$ cat src/rtl/texture_mip_chain_size_layout_core_defines.svh
// Assertion macros shared by the mip chain layout RTL.
`ifndef TEXTURE_MIP_CHAIN_SIZE_LAYOUT_CORE_DEFINES_SVH
`define TEXTURE_MIP_CHAIN_SIZE_LAYOUT_CORE_DEFINES_SVH

// same-cycle implication, checked on every clock edge outside reset
`define TMCL_ASSERT_IMP(lbl, ante, cons, msg) \
   lbl: assert property (@(posedge clock) disable iff (reset) (ante) |-> (cons)) \
      else $error(msg);

// next-cycle implication
`define TMCL_ASSERT_NXT(lbl, ante, cons, msg) \
   lbl: assert property (@(posedge clock) disable iff (reset) (ante) |=> (cons)) \
      else $error(msg);

`endif

$ cat src/rtl/tmcl_pkg.sv
// Types, constants and helper functions for the mip chain layout block.
package tmcl_pkg;

   localparam int MAX_LEVELS      = 16;
   localparam int TILE_TABLE_ROWS = 27;
   localparam int LVL_W           = 4;
   localparam int SZ_W            = 58;
   localparam int MUL_A_W         = 48;
   localparam int MUL_B_W         = 16;
   localparam int MUL_P_W         = MUL_A_W + MUL_B_W;

   localparam logic [SZ_W-1:0] CAP58 = '1;

   localparam logic [1:0] KIND_LINEAR   = 2'd0;
   localparam logic [1:0] KIND_MICRO    = 2'd1;
   localparam logic [1:0] KIND_MACRO    = 2'd2;
   localparam logic [1:0] KIND_RESERVED = 2'd3;

   typedef struct packed {
      logic [14:0] pitch_elements;
      logic [14:0] height_rows;
      logic [11:0] depth_slices;
      logic [7:0]  bits_per_element;
      logic        block_compressed;
      logic        pow2_pad;
      logic [1:0]  tiling_kind;
      logic [4:0]  tile_table_index;
      logic [4:0]  level_count;
      logic [11:0] layer_count;
      logic [1:0]  samples_log2;
      logic        is_cube;
   } req_payload_type;

   typedef struct packed {
      logic [3:0]      level_index;
      logic [SZ_W-1:0] level_offset;
      logic [SZ_W-1:0] level_bytes;
      logic [SZ_W-1:0] total_bytes;
      logic            last_level;
      logic            error;
   } rsp_payload_type;

   typedef struct packed {
      logic [8:0] ew;
      logic [8:0] eh;
   } extent_type;

   typedef struct packed {
      logic       err;
      extent_type ext;
   } check_type;

   typedef struct packed {
      logic [MUL_A_W-1:0] a;
      logic [MUL_B_W-1:0] b;
   } mul_req_type;

   typedef enum logic [4:0] {
      ST_IDLE, ST_CHECK, ST_ERR, ST_SETUP, ST_ALIGN,
      ST_LIN_MUL, ST_LIN_CHK,
      ST_MIC_MUL, ST_MIC_MULB, ST_MIC_CHK,
      ST_MAC_MUL, ST_BYTES_MUL, ST_BYTES_CHK,
      ST_DEP_MUL, ST_DEP_CHK, ST_ACC,
      ST_TOT_LO, ST_TOT_HI, ST_TOT_SUM, ST_EMIT
   } state_type;

   // macro tile extents, row by column (log2 of element bits minus 3)
   function automatic extent_type tile_extent(input logic [4:0] row, input logic [1:0] col);
      extent_type e25612, e25625, e12812, e12864, e6464, ezero, r;
      begin
         e25612 = '{ew: 9'd256, eh: 9'd128};
         e25625 = '{ew: 9'd256, eh: 9'd256};
         e12812 = '{ew: 9'd128, eh: 9'd128};
         e12864 = '{ew: 9'd128, eh: 9'd64};
         e6464  = '{ew: 9'd64,  eh: 9'd64};
         ezero  = '{ew: 9'd0,   eh: 9'd0};
         case (row)
            5'd0: r = e25612;
            5'd1: r = (col == 2'd0) ? e25612 : e12812;
            5'd2, 5'd3, 5'd4, 5'd10, 5'd14, 5'd15: begin
               case (col)
                  2'd0: r = e25612;
                  2'd1: r = e12812;
                  default: r = e12864;
               endcase
            end
            5'd6: begin
               case (col)
                  2'd0: r = e25625;
                  2'd1: r = e25612;
                  default: r = e12812;
               endcase
            end
            5'd7, 5'd11, 5'd12, 5'd16, 5'd17, 5'd18: begin
               case (col)
                  2'd0: r = e25625;
                  2'd1: r = e25612;
                  2'd2: r = e12812;
                  default: r = e12864;
               endcase
            end
            5'd20, 5'd21: r = (col[1]) ? e6464 : e12864;
            5'd22, 5'd23, 5'd24: begin
               case (col)
                  2'd0: r = e12812;
                  2'd1: r = e12864;
                  default: r = e6464;
               endcase
            end
            5'd25, 5'd26: r = (col == 2'd0) ? e12864 : e6464;
            default: r = ezero;
         endcase
         return r;
      end
   endfunction

   // smallest power of two not below v, v at least 1 and at most 2^15
   function automatic logic [15:0] pow2_up(input logic [15:0] v);
      logic [15:0] x;
      begin
         x = v - 16'd1;
         x = x | (x >> 1);
         x = x | (x >> 2);
         x = x | (x >> 4);
         x = x | (x >> 8);
         return x + 16'd1;
      end
   endfunction

   // linear pitch alignment in elements: max(8, 64 / bytes)
   function automatic logic [6:0] lin_align(input logic [9:0] bytes);
      logic [6:0] a;
      begin
         case (bytes)
            10'd1:   a = 7'd64;
            10'd2:   a = 7'd32;
            10'd3:   a = 7'd21;
            10'd4:   a = 7'd16;
            10'd5:   a = 7'd12;
            10'd6:   a = 7'd10;
            10'd7:   a = 7'd9;
            default: a = 7'd8;
         endcase
         return a;
      end
   endfunction

endpackage

$ cat src/rtl/tmcl_if.sv
// Valid/ready channel interfaces for descriptor and level result beats.
interface tmcl_req_if import tmcl_pkg::*; ();
   logic            valid;
   logic            ready;
   req_payload_type payload;
   modport source (output valid, output payload, input ready);
   modport sink (input valid, input payload, output ready);
endinterface

interface tmcl_rsp_if import tmcl_pkg::*; ();
   logic            valid;
   logic            ready;
   rsp_payload_type payload;
   modport source (output valid, output payload, input ready);
   modport sink (input valid, input payload, output ready);
endinterface

$ cat src/rtl/texture_mip_chain_size_layout_core.sv
// Top level: sequencer and datapath of the mip chain size and layout unit.
//
//  channel  dir  beat                         ports
//  req      in   one texture descriptor       req_chan.valid/ready/payload
//  rsp      out  one level (offset, size)     rsp_chan.valid/ready/payload
//
// One descriptor gives 1..16 level beats after the check state; an error gives one beat.
// Each level steps through states that share the one multiplier; a linear padding step
// runs ST_LIN_MUL and ST_LIN_CHK, a micro one ST_MIC_MUL, ST_MIC_MULB and ST_MIC_CHK (at most
// 256 steps each); the last level adds ST_TOT_LO, ST_TOT_HI and ST_TOT_SUM for the layer product.
// Reset is synchronous and clears the sequencer and the output valid.
// A stalled rsp holds the sequencer in its emit or error state; req is taken only idle.
`include "texture_mip_chain_size_layout_core_defines.svh"

module texture_mip_chain_size_layout_core import tmcl_pkg::*; (
   input logic         clock,
   input logic         reset,
   tmcl_req_if.sink    req_chan,
   tmcl_rsp_if.source  rsp_chan
);

   state_type state_ff, state_in;

   req_payload_type    desc_ff, desc_in;
   extent_type         ext_ff, ext_in;
   logic [3:0]         lvl_ff, lvl_in, lvl_last_ff, lvl_last_in;
   logic [15:0]        w_ff, w_in, h_ff, h_in;
   logic [12:0]        d_ff, d_in;
   logic [11:0]        b_ff, b_in;
   logic [6:0]         a_ff, a_in;
   logic [16:0]        p_ff, p_in;
   logic [8:0]         iter_ff, iter_in;
   logic [47:0]        s_ff, s_in, sz_ff, sz_in;
   logic [SZ_W-1:0]    lb_ff, lb_in, off_ff, off_in, sum_ff, sum_in, tot_ff, tot_in;
   logic [40:0]        tlo_ff, tlo_in;
   rsp_payload_type    rsp_ff, rsp_in;
   logic               rsp_valid_ff, rsp_valid_in;

   check_type          chk;
   mul_req_type        mreq;
   logic [MUL_P_W-1:0] prod;

   logic               out_free, load, last, accept;
   logic [8:0]         iter_inc;
   logic [47:0]        lin_s;
   logic [48:0]        mic_t, byt_t;
   logic               lin_more, mic_more;

   // setup helpers
   logic [14:0]        w_sh, h_sh;
   logic [11:0]        d_sh;
   logic [15:0]        w_b, h_b, w_1, h_1, d_1;
   logic [16:0]        lin_mask, mac_wm, mac_hm;
   logic [16:0]        h_mic, h_mac;
   logic [58:0]        acc_sum;
   logic [70:0]        tot_sum;

   tmcl_check u_check (.desc(desc_ff), .chk(chk));
   tmcl_mul   u_mul   (.clock(clock), .req(mreq), .prod(prod));

   assign out_free = !rsp_valid_ff || rsp_chan.ready;
   assign last     = (lvl_ff == lvl_last_ff);
   assign accept   = req_chan.valid && req_chan.ready;

   // loop decisions
   always_comb begin
      iter_inc = iter_ff + 9'd1;
      lin_s    = prod[47:0] << desc_ff.samples_log2;
      mic_t    = {1'b0, prod[47:0] << desc_ff.samples_log2} + 49'd7;
      byt_t    = {1'b0, prod[47:0]} + 49'd7;
      lin_more = !iter_inc[8] && (lin_s[5:0] != 6'd0);
      mic_more = !iter_inc[8] && (mic_t[10:3] != 8'd0);
   end

   // next state
   always_comb begin
      state_in = state_ff;
      case (state_ff)
         ST_IDLE:      if (req_chan.valid) state_in = ST_CHECK;
         ST_CHECK:     state_in = chk.err ? ST_ERR : ST_SETUP;
         ST_ERR:       if (out_free) state_in = ST_IDLE;
         ST_SETUP:     state_in = ST_ALIGN;
         ST_ALIGN: begin
            case (desc_ff.tiling_kind)
               KIND_LINEAR: state_in = ST_LIN_MUL;
               KIND_MICRO:  state_in = ST_MIC_MUL;
               default:     state_in = ST_MAC_MUL;
            endcase
         end
         ST_LIN_MUL:   state_in = ST_LIN_CHK;
         ST_LIN_CHK:   state_in = lin_more ? ST_LIN_MUL : ST_BYTES_MUL;
         ST_MIC_MUL:   state_in = ST_MIC_MULB;
         ST_MIC_MULB:  state_in = ST_MIC_CHK;
         ST_MIC_CHK:   state_in = mic_more ? ST_MIC_MUL : ST_DEP_MUL;
         ST_MAC_MUL:   state_in = ST_BYTES_MUL;
         ST_BYTES_MUL: state_in = ST_BYTES_CHK;
         ST_BYTES_CHK: state_in = ST_DEP_MUL;
         ST_DEP_MUL:   state_in = ST_DEP_CHK;
         ST_DEP_CHK:   state_in = ST_ACC;
         ST_ACC:       state_in = last ? ST_TOT_LO : ST_EMIT;
         ST_TOT_LO:    state_in = ST_TOT_HI;
         ST_TOT_HI:    state_in = ST_TOT_SUM;
         ST_TOT_SUM:   state_in = ST_EMIT;
         ST_EMIT:      if (out_free) state_in = last ? ST_IDLE : ST_SETUP;
         default:      state_in = ST_IDLE;
      endcase
   end

   // outputs of the sequencer: handshake, result load, multiplier operands
   always_comb begin
      req_chan.ready = (state_ff == ST_IDLE);
      load           = out_free && ((state_ff == ST_EMIT) || (state_ff == ST_ERR));
      mreq.a         = {31'd0, p_ff};
      mreq.b         = h_ff;
      case (state_ff)
         ST_MIC_MULB: begin
            mreq.a = prod[47:0];
            mreq.b = {4'd0, b_ff};
         end
         ST_BYTES_MUL: begin
            mreq.a = (desc_ff.tiling_kind == KIND_MACRO) ? prod[47:0] : s_ff;
            mreq.b = {4'd0, b_ff};
         end
         ST_DEP_MUL: begin
            mreq.a = sz_ff;
            mreq.b = {3'd0, d_ff};
         end
         ST_TOT_LO: begin
            mreq.a = {19'd0, sum_ff[28:0]};
            mreq.b = {4'd0, desc_ff.layer_count};
         end
         ST_TOT_HI: begin
            mreq.a = {19'd0, sum_ff[57:29]};
            mreq.b = {4'd0, desc_ff.layer_count};
         end
         default: ;
      endcase
   end

   // datapath next values
   always_comb begin
      desc_in = desc_ff;  ext_in = ext_ff;  lvl_in = lvl_ff;  lvl_last_in = lvl_last_ff;
      w_in = w_ff;  h_in = h_ff;  d_in = d_ff;  b_in = b_ff;  a_in = a_ff;  p_in = p_ff;
      iter_in = iter_ff;  s_in = s_ff;  sz_in = sz_ff;  lb_in = lb_ff;  off_in = off_ff;
      sum_in = sum_ff;  tot_in = tot_ff;  tlo_in = tlo_ff;  rsp_in = rsp_ff;
      rsp_valid_in = rsp_valid_ff && !rsp_chan.ready;

      w_sh = desc_ff.pitch_elements >> lvl_ff;
      h_sh = desc_ff.height_rows >> lvl_ff;
      d_sh = desc_ff.depth_slices >> lvl_ff;
      w_b  = desc_ff.block_compressed ? (({1'b0, w_sh} + 16'd3) >> 2) : {1'b0, w_sh};
      h_b  = desc_ff.block_compressed ? (({1'b0, h_sh} + 16'd3) >> 2) : {1'b0, h_sh};
      w_1  = (w_b == 16'd0) ? 16'd1 : w_b;
      h_1  = (h_b == 16'd0) ? 16'd1 : h_b;
      d_1  = (d_sh == 12'd0) ? 16'd1 : {4'd0, d_sh};

      lin_mask = {10'd0, a_ff} - 17'd1;
      mac_wm   = {8'd0, ext_ff.ew} - 17'd1;
      mac_hm   = {8'd0, ext_ff.eh} - 17'd1;
      h_mic    = ({1'b0, h_ff} + 17'd7) & ~17'd7;
      h_mac    = ({1'b0, h_ff} + mac_hm) & ~mac_hm;
      acc_sum  = {1'b0, sum_ff} + {1'b0, lb_ff};
      tot_sum  = {prod[40:0], 29'd0} + {30'd0, tlo_ff};

      if (accept) desc_in = req_chan.payload;

      case (state_ff)
         ST_CHECK: begin
            ext_in = chk.ext;
            lvl_in = 4'd0;
            sum_in = '0;
            if (desc_ff.level_count == 5'd0)
               lvl_last_in = 4'd0;
            else if ({27'd0, desc_ff.level_count} > MAX_LEVELS)
               lvl_last_in = 4'(MAX_LEVELS - 1);
            else
               lvl_last_in = 4'(desc_ff.level_count - 5'd1);
         end
         ST_SETUP: begin
            w_in = desc_ff.pow2_pad ? pow2_up(w_1) : w_1;
            h_in = desc_ff.pow2_pad ? pow2_up(h_1) : h_1;
            d_in = 13'(desc_ff.pow2_pad ? pow2_up(d_1) : d_1);
            b_in = desc_ff.block_compressed ? {desc_ff.bits_per_element, 4'd0}
                                            : {4'd0, desc_ff.bits_per_element};
            a_in = lin_align(10'(({1'b0, b_in} + 13'd7) >> 3));
            iter_in = '0;
         end
         ST_ALIGN: begin
            case (desc_ff.tiling_kind)
               KIND_LINEAR: p_in = ({1'b0, w_ff} + lin_mask) & ~lin_mask;
               KIND_MICRO: begin
                  p_in = ({1'b0, w_ff} + 17'd7) & ~17'd7;
                  h_in = h_mic[15:0];
               end
               default: begin
                  p_in = ({1'b0, w_ff} + mac_wm) & ~mac_wm;
                  h_in = h_mac[15:0];
               end
            endcase
         end
         ST_LIN_CHK: begin
            s_in    = lin_s;
            p_in    = p_ff + {10'd0, a_ff};
            iter_in = iter_inc;
         end
         ST_MIC_CHK: begin
            sz_in   = mic_t[48:3] == 46'd0 ? 48'd0 : {2'd0, mic_t[48:3]};
            p_in    = p_ff + 17'd8;
            iter_in = iter_inc;
         end
         ST_BYTES_CHK: sz_in = {2'd0, byt_t[48:3]};
         ST_DEP_CHK:   lb_in = (prod > {{(MUL_P_W-SZ_W){1'b0}}, CAP58}) ? CAP58 : prod[SZ_W-1:0];
         ST_ACC: begin
            off_in = sum_ff;
            sum_in = acc_sum[SZ_W] ? CAP58 : acc_sum[SZ_W-1:0];
            tot_in = '0;
         end
         ST_TOT_HI:  tlo_in = prod[40:0];
         ST_TOT_SUM: tot_in = (tot_sum > {13'd0, CAP58}) ? CAP58 : tot_sum[SZ_W-1:0];
         default: ;
      endcase

      if (load) begin
         rsp_valid_in = 1'b1;
         if (state_ff == ST_ERR) begin
            rsp_in = '{level_index: 4'd0, level_offset: '0, level_bytes: '0,
                       total_bytes: '0, last_level: 1'b1, error: 1'b1};
         end else begin
            rsp_in = '{level_index: lvl_ff, level_offset: off_ff, level_bytes: lb_ff,
                       total_bytes: last ? tot_ff : '0, last_level: last, error: 1'b0};
            lvl_in = lvl_ff + 4'd1;
         end
      end
   end

   always_ff @(posedge clock) begin
      if (reset) begin
         state_ff     <= ST_IDLE;
         rsp_valid_ff <= 1'b0;
      end else begin
         state_ff     <= state_in;
         rsp_valid_ff <= rsp_valid_in;
      end
   end

   always_ff @(posedge clock) begin
      desc_ff <= desc_in;  ext_ff <= ext_in;  lvl_ff <= lvl_in;  lvl_last_ff <= lvl_last_in;
      w_ff <= w_in;  h_ff <= h_in;  d_ff <= d_in;  b_ff <= b_in;  a_ff <= a_in;  p_ff <= p_in;
      iter_ff <= iter_in;  s_ff <= s_in;  sz_ff <= sz_in;  lb_ff <= lb_in;  off_ff <= off_in;
      sum_ff <= sum_in;  tot_ff <= tot_in;  tlo_ff <= tlo_in;  rsp_ff <= rsp_in;
   end

   assign rsp_chan.valid   = rsp_valid_ff;
   assign rsp_chan.payload = rsp_ff;

   `TMCL_ASSERT_NXT(a_accept_to_check, accept, state_ff == ST_CHECK, "accepted beat did not start check")
   `TMCL_ASSERT_IMP(a_err_is_last, rsp_valid_ff && rsp_ff.error, rsp_ff.last_level, "error beat not last")
   `TMCL_ASSERT_NXT(a_load_shows, load, rsp_valid_ff, "loaded result beat not presented")
   `TMCL_ASSERT_IMP(a_iter_bound, iter_ff[8], iter_ff[7:0] == 8'd0, "padding loop ran past its bound")

endmodule

$ cat src/rtl/tmcl_check.sv
// Descriptor legality check and macro tile extent lookup.
module tmcl_check import tmcl_pkg::*; (
   input  req_payload_type desc,
   output check_type       chk
);

   logic [1:0] col;
   extent_type ext;
   logic       bad_macro;
   logic [7:0] bits;

   always_comb begin
      bits = desc.bits_per_element;
      if (bits[6])      col = 2'd3;
      else if (bits[5]) col = 2'd2;
      else if (bits[4]) col = 2'd1;
      else              col = 2'd0;
      ext = tile_extent(desc.tile_table_index, col);
      bad_macro = desc.is_cube || desc.block_compressed || (desc.samples_log2 != 2'd0) ||
                  (bits < 8'd8) || (bits > 8'd64) ||
                  ({27'd0, desc.tile_table_index} >= TILE_TABLE_ROWS) ||
                  (ext.ew == 9'd0) || (ext.eh == 9'd0);
      chk.ext = ext;
      chk.err = (desc.tiling_kind == KIND_RESERVED) || (bits == 8'd0) ||
                ((desc.tiling_kind == KIND_LINEAR) && desc.is_cube) ||
                ((desc.tiling_kind == KIND_MACRO) && bad_macro);
   end

endmodule

$ cat src/rtl/tmcl_mul.sv
// Shared 48x16 multiplier with registered product.
module tmcl_mul import tmcl_pkg::*; (
   input  logic               clock,
   input  mul_req_type        req,
   output logic [MUL_P_W-1:0] prod
);

   logic [MUL_P_W-1:0] prod_ff;

   always_ff @(posedge clock) begin
      prod_ff <= {{MUL_B_W{1'b0}}, req.a} * {{MUL_A_W{1'b0}}, req.b};
   end

   assign prod = prod_ff;

endmodule

$ cat src/flat_wrapper.sv
// flat-port wrapper written by rule: the top's interface ports become plain ports
module texture_mip_chain_size_layout_core_flat import tmcl_pkg::*;
  (clock, reset, req_chan_valid, req_chan_payload, req_chan_ready, rsp_chan_valid, rsp_chan_payload, rsp_chan_ready);
  tmcl_req_if req_chan_i ();
  tmcl_rsp_if rsp_chan_i ();
  input logic clock;
  input logic reset;
  input wire logic [$bits(req_chan_i.valid)-1:0] req_chan_valid;
  input wire logic [$bits(req_chan_i.payload)-1:0] req_chan_payload;
  output wire logic [$bits(req_chan_i.ready)-1:0] req_chan_ready;
  output wire logic [$bits(rsp_chan_i.valid)-1:0] rsp_chan_valid;
  output wire logic [$bits(rsp_chan_i.payload)-1:0] rsp_chan_payload;
  input wire logic [$bits(rsp_chan_i.ready)-1:0] rsp_chan_ready;
  assign req_chan_i.valid = req_chan_valid;
  assign req_chan_i.payload = req_chan_payload;
  assign req_chan_ready = req_chan_i.ready;
  assign rsp_chan_valid = rsp_chan_i.valid;
  assign rsp_chan_payload = rsp_chan_i.payload;
  assign rsp_chan_i.ready = rsp_chan_ready;
  texture_mip_chain_size_layout_core u_core (.clock(clock), .reset(reset), .req_chan(req_chan_i), .rsp_chan(rsp_chan_i));
endmodule
$ cat config.mk
export PLATFORM = sky130hd
export DESIGN_NAME = texture_mip_chain_size_layout_core_flat
export DESIGN_NICKNAME = d
export VERILOG_FILES = /design/src/rtl/tmcl_pkg.sv /design/src/rtl/tmcl_if.sv /design/src/rtl/texture_mip_chain_size_layout_core.sv /design/src/rtl/tmcl_check.sv /design/src/rtl/tmcl_mul.sv /design/src/flat_wrapper.sv
export VERILOG_INCLUDE_DIRS = /design/src /design/src/rtl
export SDC_FILE = /design/constraint.sdc
export NUM_CORES = 2
export LEC_CHECK = 0
export BUFFER_PORTS_ARGS = -buffer_cell sky130_fd_sc_hd__buf_2
export CORE_MARGIN = 2
export CORE_UTILIZATION = 62
export DETAILED_ROUTE_END_ITERATION = 6
export PLACE_DENSITY = 0.8
export SLEW_MARGIN = 20
export SYNTH_ARGS = -nofsm -noshare
export SYNTH_HDL_FRONTEND = slang
export SYNTH_HIERARCHICAL = 1
export SYNTH_SLANG_ARGS = --single-unit
$ cat constraint.sdc
create_clock -name clock -period 22.2 [get_ports clock]
set_input_delay 1.11 -clock clock [delete_from_list [all_inputs] [get_ports clock]]
set_output_delay 1.11 -clock clock [all_outputs]
set_load 0.05 [all_outputs]
# After elaboration in Yosys (flattened, before gate mapping)
# Cells that the tools add are included.
[word_totals] output_inout_bits=182 ff_bits=814 elab_cells=254
[classes] shift=4 n_reduce_logical=52 addsub=26 n_lt_le_gt_ge=6 n_mux=50 eq_ne=57 bitwise_logic=19 n_mul=1
[ops] op="one-hot mux 64 bit (5 select lines)" n=1
[ops] op="one-hot mux 58 bit (2 select lines)" n=2
[ops] op="one-hot mux 18 bit (8 select lines)" n=1
[ops] op="2-to-1 mux 58 bit" n=2
[ops] op="one-hot mux 5 bit (20 select lines)" n=1
[ops] op="adder 48 x 3 -> 49 bit (second input constant)" n=2
[ops] op="one-hot mux 48 bit (2 select lines)" n=1
[ops] op="one-hot mux 18 bit (2 select lines)" n=2
[ops] op="adder 70 x 41 -> 71 bit" n=1
[ops] op="> comparator 71 x 58 -> 1 bit (second input constant)" n=1
[ops] op="== test 5 bit (second input constant)" n=14
[ops] op="one-hot mux 17 bit (2 select lines)" n=2
[ops] op="== test 5 x 4 -> 1 bit (second input constant)" n=13
[ops] op="> comparator 64 x 58 -> 1 bit (second input constant)" n=1
[ops] op="multiplier 48 x 16 -> 64 bit" n=1
[ops] op="2-to-1 mux 16 bit" n=4
[ops] op="one-hot mux 16 bit (2 select lines)" n=2
[ops] op="adder 58 x 58 -> 59 bit" n=1
[ops] op="one-hot mux 18 bit (3 select lines)" n=1
[ops] op="one-hot mux 17 bit (3 select lines)" n=1
[ops] op="one-hot mux 7 bit (7 select lines)" n=1
[ops] op="2-to-1 mux 48 bit" n=1
[ops] op="bitwise OR 16 x 12 -> 16 bit" n=3
[ops] op="bitwise OR 16 x 14 -> 16 bit" n=3
[ops] op="other kinds (73)" n=153

# Logic depth before layout (Yosys ltp)
[depth] word_depth=13 ltp_mapped=35

# Modules after synthesis
# Netlist, hierarchy kept.
[modules_own_cells] module="texture_mip_chain_size_layout_core" cells_per_inst=4103 n_inst=1 seq_area_each_um2=22361.4 area_each_um2=43878.3
[modules_own_cells] module="tmcl_mul" cells_per_inst=2873 n_inst=1 seq_area_each_um2=1281.2 area_each_um2=25416.9
[modules_own_cells] module="tmcl_check" cells_per_inst=105 n_inst=1 seq_area_each_um2=0.0 area_each_um2=752.0

# Least setup slack after synthesis
# Ideal clock, no wire load.
[synth_timing] path_type="reg-to-reg" start="reg u_core.state_ff[2]" end="reg u_core.lvl_ff[0]" stages_incl_launch_ff=9 arrival_time_ns=9.500 t_required_ns=22.096 slack_ns=12.596 setup_time_ns=0.104 path_buffers=2 path_cell_list="dfxtp_1 -> clkbuf_1 -> or2_2 -> clkbuf_1 -> nor2_1 -> o21ai_0 -> nor2_1 -> nand2_1 -> o21ai_0"
[synth_between] elab_chain_len=4 word_cells_on_any_way=8
[synth_lines] item="start: declaration" line_no="texture_mip_chain_size_layout_core.sv:22" rtl="state_type state_ff, state_in;"
[synth_lines] item="start signal: assignment" line_no="texture_mip_chain_size_layout_core.sv:241" rtl="state_ff <= state_in;"
[synth_lines] item="== test 5 bit or == test 5 x 2 -> 1 bit (tied branches)" line_no="texture_mip_chain_size_layout_core.sv:112" rtl="load = out_free && ((state_ff == ST_EMIT) || (state_ff == ST_ERR));"
[synth_lines] item="logical OR 1 bit *" line_no="texture_mip_chain_size_layout_core.sv:112"
[synth_lines] item="logical AND 1 bit *" line_no="texture_mip_chain_size_layout_core.sv:112"
[synth_lines] item="via u_core.load" line_no="texture_mip_chain_size_layout_core.sv:43" rtl="logic out_free, load, last, accept;"
[synth_lines] item="2-to-1 mux 4 bit *" line_no="texture_mip_chain_size_layout_core.sv:223" rtl="if (load) begin"
[synth_lines] item="via u_core.lvl_in[0]" line_no="texture_mip_chain_size_layout_core.sv:26" rtl="logic [3:0] lvl_ff, lvl_in, lvl_last_ff, lvl_last_in;"
[synth_lines] item="end signal: assignment" line_no="texture_mip_chain_size_layout_core.sv:247" rtl="desc_ff <= desc_in; ext_ff <= ext_in; lvl_ff <= lvl_in; lvl_last_ff <= lvl_last_in;"
[synth_lines] item="end: declaration" line_no="texture_mip_chain_size_layout_core.sv:26"
# The timed path passes the listed nets; every way through them passes the cells marked *.
# A chain may end at the register's enable or synchronous reset.

==> summary.md <==
| Metric | Value |
|---|---|
| Post-synthesis sequential area ratio | `33.75%` |
| CTS resizes | `0` |
| Flops & latches, synth | `812` |
| Crit-path most repeated cell | `fa_1` |
| Final ANT Viol Nets | `0` |
| Cts bufs inserted | `86` |
| Area growth from synthesis to layout | `7.720%` |
| Post-placement cell area | `72500 sq um` |
| Synth Flop Type | `edfxtp_1` |
| Mapped cell area | `70050 sq um` |
| Mapped Cells | `7081` |
| Clk_lat worst skew | `0.67 ns` |
| Setup Buffers After CTS | `0` |
| Final worst path period share | `46.03%` |
| Req. time, crit path | `22.76 ns` |
| Final nets | `8152` |
| Reg2Reg Setup Slack | `11.98 ns` |
| Clock share of power | `between 20% and 30%` |
| Detailed Place HPWL | `~150 mm` |
| Initial Util | `62.35%` |
| Post-synth EDFFs | `between 700 and 800` |
| RePlAce Congestion | `1.013` |
| CTS tree | `yes` |
| Finish-stage setup viols | `0` |
| Area taken by multi-input logic gates | `41770 sq um` |
| Status | `complete, but fails checks` |
| Post-route cell area | `75450 sq um` |
| Crit. Startpoint | `u_core/state_ff[0]$_SDFFE_PP0P_` |
| Period minus WS final | `between 10 and 15 ns` |
| Crit path max fanout | `48` |
| Cell row count | `123` |
| Setup crit end | `u_core/u_mul/prod[61]$_DFF_P_` |
| Crit path launch type | `flip-flop` |
| Worst Tran Pin Value | `1.163 ns` |
| Worst relative slew slack | `22.32%` |
| Comb pwr share | `45.5%` |
| Pleak | `roughly 31 nW` |
| Worst EP arrival | `10.78 ns` |
| Die area | `115700 sq um` |
| Reg2Reg Depth | `32` |
| Setup CP Type | `flip-flop to flip-flop` |
| Unrepaired setup endpoints after global routing | `false` |
| FFs w/ async S/R, synth | `0%` |
| Setup Skew | `0.04948 ns` |
| CP top delay family | `adder cells` |
| Hold_ws | `slightly above 0.5 ns` |
| Worst R2R End | `u_core/u_mul/prod[61]$_DFF_P_` |
| CP endpoint kind | `flip-flop` |
| # clock sinks | `812` |
| Sw power | `2.656 mW` |
| First-pass GRT wire length | `approximately 310 mm` |
| Setup TNS Final | `0 ns` |
| DIE WIDTH | `340.1 um` |
| Largest net degree at the start of global routing | `159` |
| Hold Crit Class | `flip-flop to flip-flop` |
| FMAX | `97.87 MHz` |
| GRT Overall Usage | `34.21%` |
| IO Count | `265` |
| Post-route DRC | `17` |
| Crit path depth | `32` |
| Avg Inst Size Synth | `9.892 sq um` |
| DRT Wirelength | `199.0 mm` |
| IO Port Bufs | `264` |
| WL/cell | `22.83 um` |
| H-tree levels | `3` |
| Vias/cell | `6.269` |
| Hold Buf Count CTS | `0` |
| Gr ovfl total | `0` |
| Initial antenna violation count | `5` |
| Clk root buf | `clkbuf_16` |
| CTS max path bufs | `3` |
| Clk slew on worst S/H paths | `~0.060 ns` |
| Vias in the first global route | `54282` |
| Max-slew violation count | `0` |
| R2r startpoint | `u_core/state_ff[0]$_SDFFE_PP0P_` |
| Flop pwr share | `31.3%` |
| Int Pwr | `3.755 mW` |
| Layout cells sized above 1 | `10.74%` |
| Register Area | `around 24000 sq um` |
| Die height | `340.1 um` |
| Failing checks | `DRC` |
| Max IR drop VDD | `95.48 uV` |
| CP Buf/Inv Count | `8` |
| Core ar. | `112300 sq um` |
| Slowest cell on crit path | `nand2_1` |
| PwrDens | `84.97 nW/um^2` |
| Filler Cell Count | `about 8500` |
| Initial DRC Count | `6281` |
| Vias | `54657` |
| Delay of the slowest critical-path stage | `approximately 0.62 ns` |
| Sw Share | `41.43%` |
| Yosys warns | `6` |
| First-pass DRT Iterations | `7` |
| Max cap viols | `0` |
| Yosys cell types | `between 100 and 150` |
| Hold Fails Final Rpt | `0` |
==> worst reg2reg max path, delay by kind of cell (launching register included) <==
family | cells | cell delay (ns)
compound gates | 7 | 1.70
xor+xnor | 1 | 0.16
flops | 1 | 0.31
simple gates | 9 | 2.48
buf+inv | 8 | 2.10
fa+ha+maj | 7 | 3.36
==> how the worst min path moves through the flow <==
stage / cells after the start / end / from / slack, ns
floorplan: 0 / u_core/tlo_ff[14]$_DFFE_PN_ / u_core/u_mul/prod[14]$_DFF_P_ / 0.41
global placement: 0 / u_core/off_ff[32]$_DFFE_PP_ / u_core/sum_ff[32]$_SDFFCE_PN0P_ / 0.50
detailed placement: 0 / u_core/off_ff[32]$_DFFE_PP_ / u_core/sum_ff[32]$_SDFFCE_PN0P_ / 0.48
CTS: 0 / u_core/off_ff[38]$_DFFE_PP_ / u_core/sum_ff[38]$_SDFFCE_PN0P_ / 0.52
global route: 0 / u_core/off_ff[32]$_DFFE_PP_ / u_core/sum_ff[32]$_SDFFCE_PN0P_ / 0.51
finish: 1 / u_core/rsp_chan.payload[26]$_SDFFCE_PP0P_ / u_core/tot_ff[24]$_SDFFCE_PN0P_ / 0.52
==> flip-flops by register name, summed over array words and instances (netlist names), 41 cells and up <==
register,count
u_core/rsp_chan.payload,180
u_core/sz_ff,46
u_core/desc_ff,79
u_core/off_ff,58
u_core/tot_ff,58
u_core/s_ff,48
u_core/tlo_ff,41
u_core/u_mul/prod,64
u_core/sum_ff,58
u_core/lb_ff,58
==> area by class of cell <==
cell class                      instances  area share [%]
Antenna cell                            3        0.009949
Clock buffer                          104           3.051
Clock inverter                         54          0.8391
Inverter                              819           4.078
Multi-Input combinational cell       5054           55.35
Sequential cell                       812           31.34
Tap cell                             1500           2.487
Timing Repair Buffer                  372           2.842
==> Yosys cell counts, types with 80 or more instances <==
cell type	instances	area share, %
mux2i_1	85	1.2
or2_2	80	0.71
o21ai_0	201	1.4
xor2_1	140	1.8
nand2_1	942	5.0
inv_1	816	4.4
fa_1	648	19
ha_1	276	4.9
nand3_1	119	0.85
edfxtp_1	738	32
a21o_1	93	1.0
clkbuf_1	319	1.7
a21oi_1	368	2.6
nor2_1	341	1.8
and2_1	364	3.3
xnor2_1	200	2.5
nor3_1	90	0.64
nor2b_1	154	1.4
==> routing by layer <==
metal | up-vias | routed length (um) | GRT usage (%)
met5 | - | 47 | 0
met4 | 6 | 12550 | 18.71
met3 | 628 | 18660 | 6.356
met2 | 3055 | 92080 | 54.71
met1 | 26836 | 75660 | 44.41
li1 | 24132 | - | -
==> power by group through the flow <==
stage	clock, mW	combinational, mW	sequential [mW]
finish	1.49	2.92	2.01
global route	1.57	3.17	2.01
CTS	1.51	2.85	2.00
detailed placement	0	2.82	2.03
global placement	0	2.78	2.02
floorplan	0	2.14	1.99
==> stage by stage <==
stage	utilization, %	power (mW)	instances	worst slack [ns]
after floorplan	-	4.131	7092	12.60
after global placement	64.54	4.805	8557	12.44
after detailed placement	64.54	4.849	8557	12.25
after CTS	67.15	6.348	8715	12.20
after global routing	67.16	6.743	8715	11.67
final	67.16	6.411	8718	11.98
==> placed cells by master, fill, tap and decap left out, drive strengths merged, types with 74 or more instances in the layout <==
cell type  Yosys  routed
clkbuf       326     104
dfxtp         74      74
xnor2        200     200
ha           276     276
nor3          93      93
buf           80     372
xor2         140     140
and2         364     364
or2           84      84
nor2b        155     155
nand2        947     947
a21oi        371     371
fa           648     648
mux2i         85      85
nand3        120     120
a21o          94      94
o21ai        219     219
edfxtp       738     738
inv          817     823
nor2         341     341
==> kinds of logic (layout without fill, tap and decap cells) <==
| logic type | Yosys count | in the layout | synth area share [%] |
|---|---|---|---|
| flops | 812 | 812 | 33.75 |
| simple gates | 2385 | 2385 | 16.68 |
| xor+xnor | 340 | 340 | 4.251 |
| buf+inv | 1226 | 1349 | 6.914 |
| other cells | 1 | 15 | 0.005354 |
| mux | 173 | 173 | 3.224 |
| fa+ha+maj | 924 | 924 | 23.45 |
| compound gates | 1220 | 1220 | 11.73 |
(Power assumes the default switching activity.)
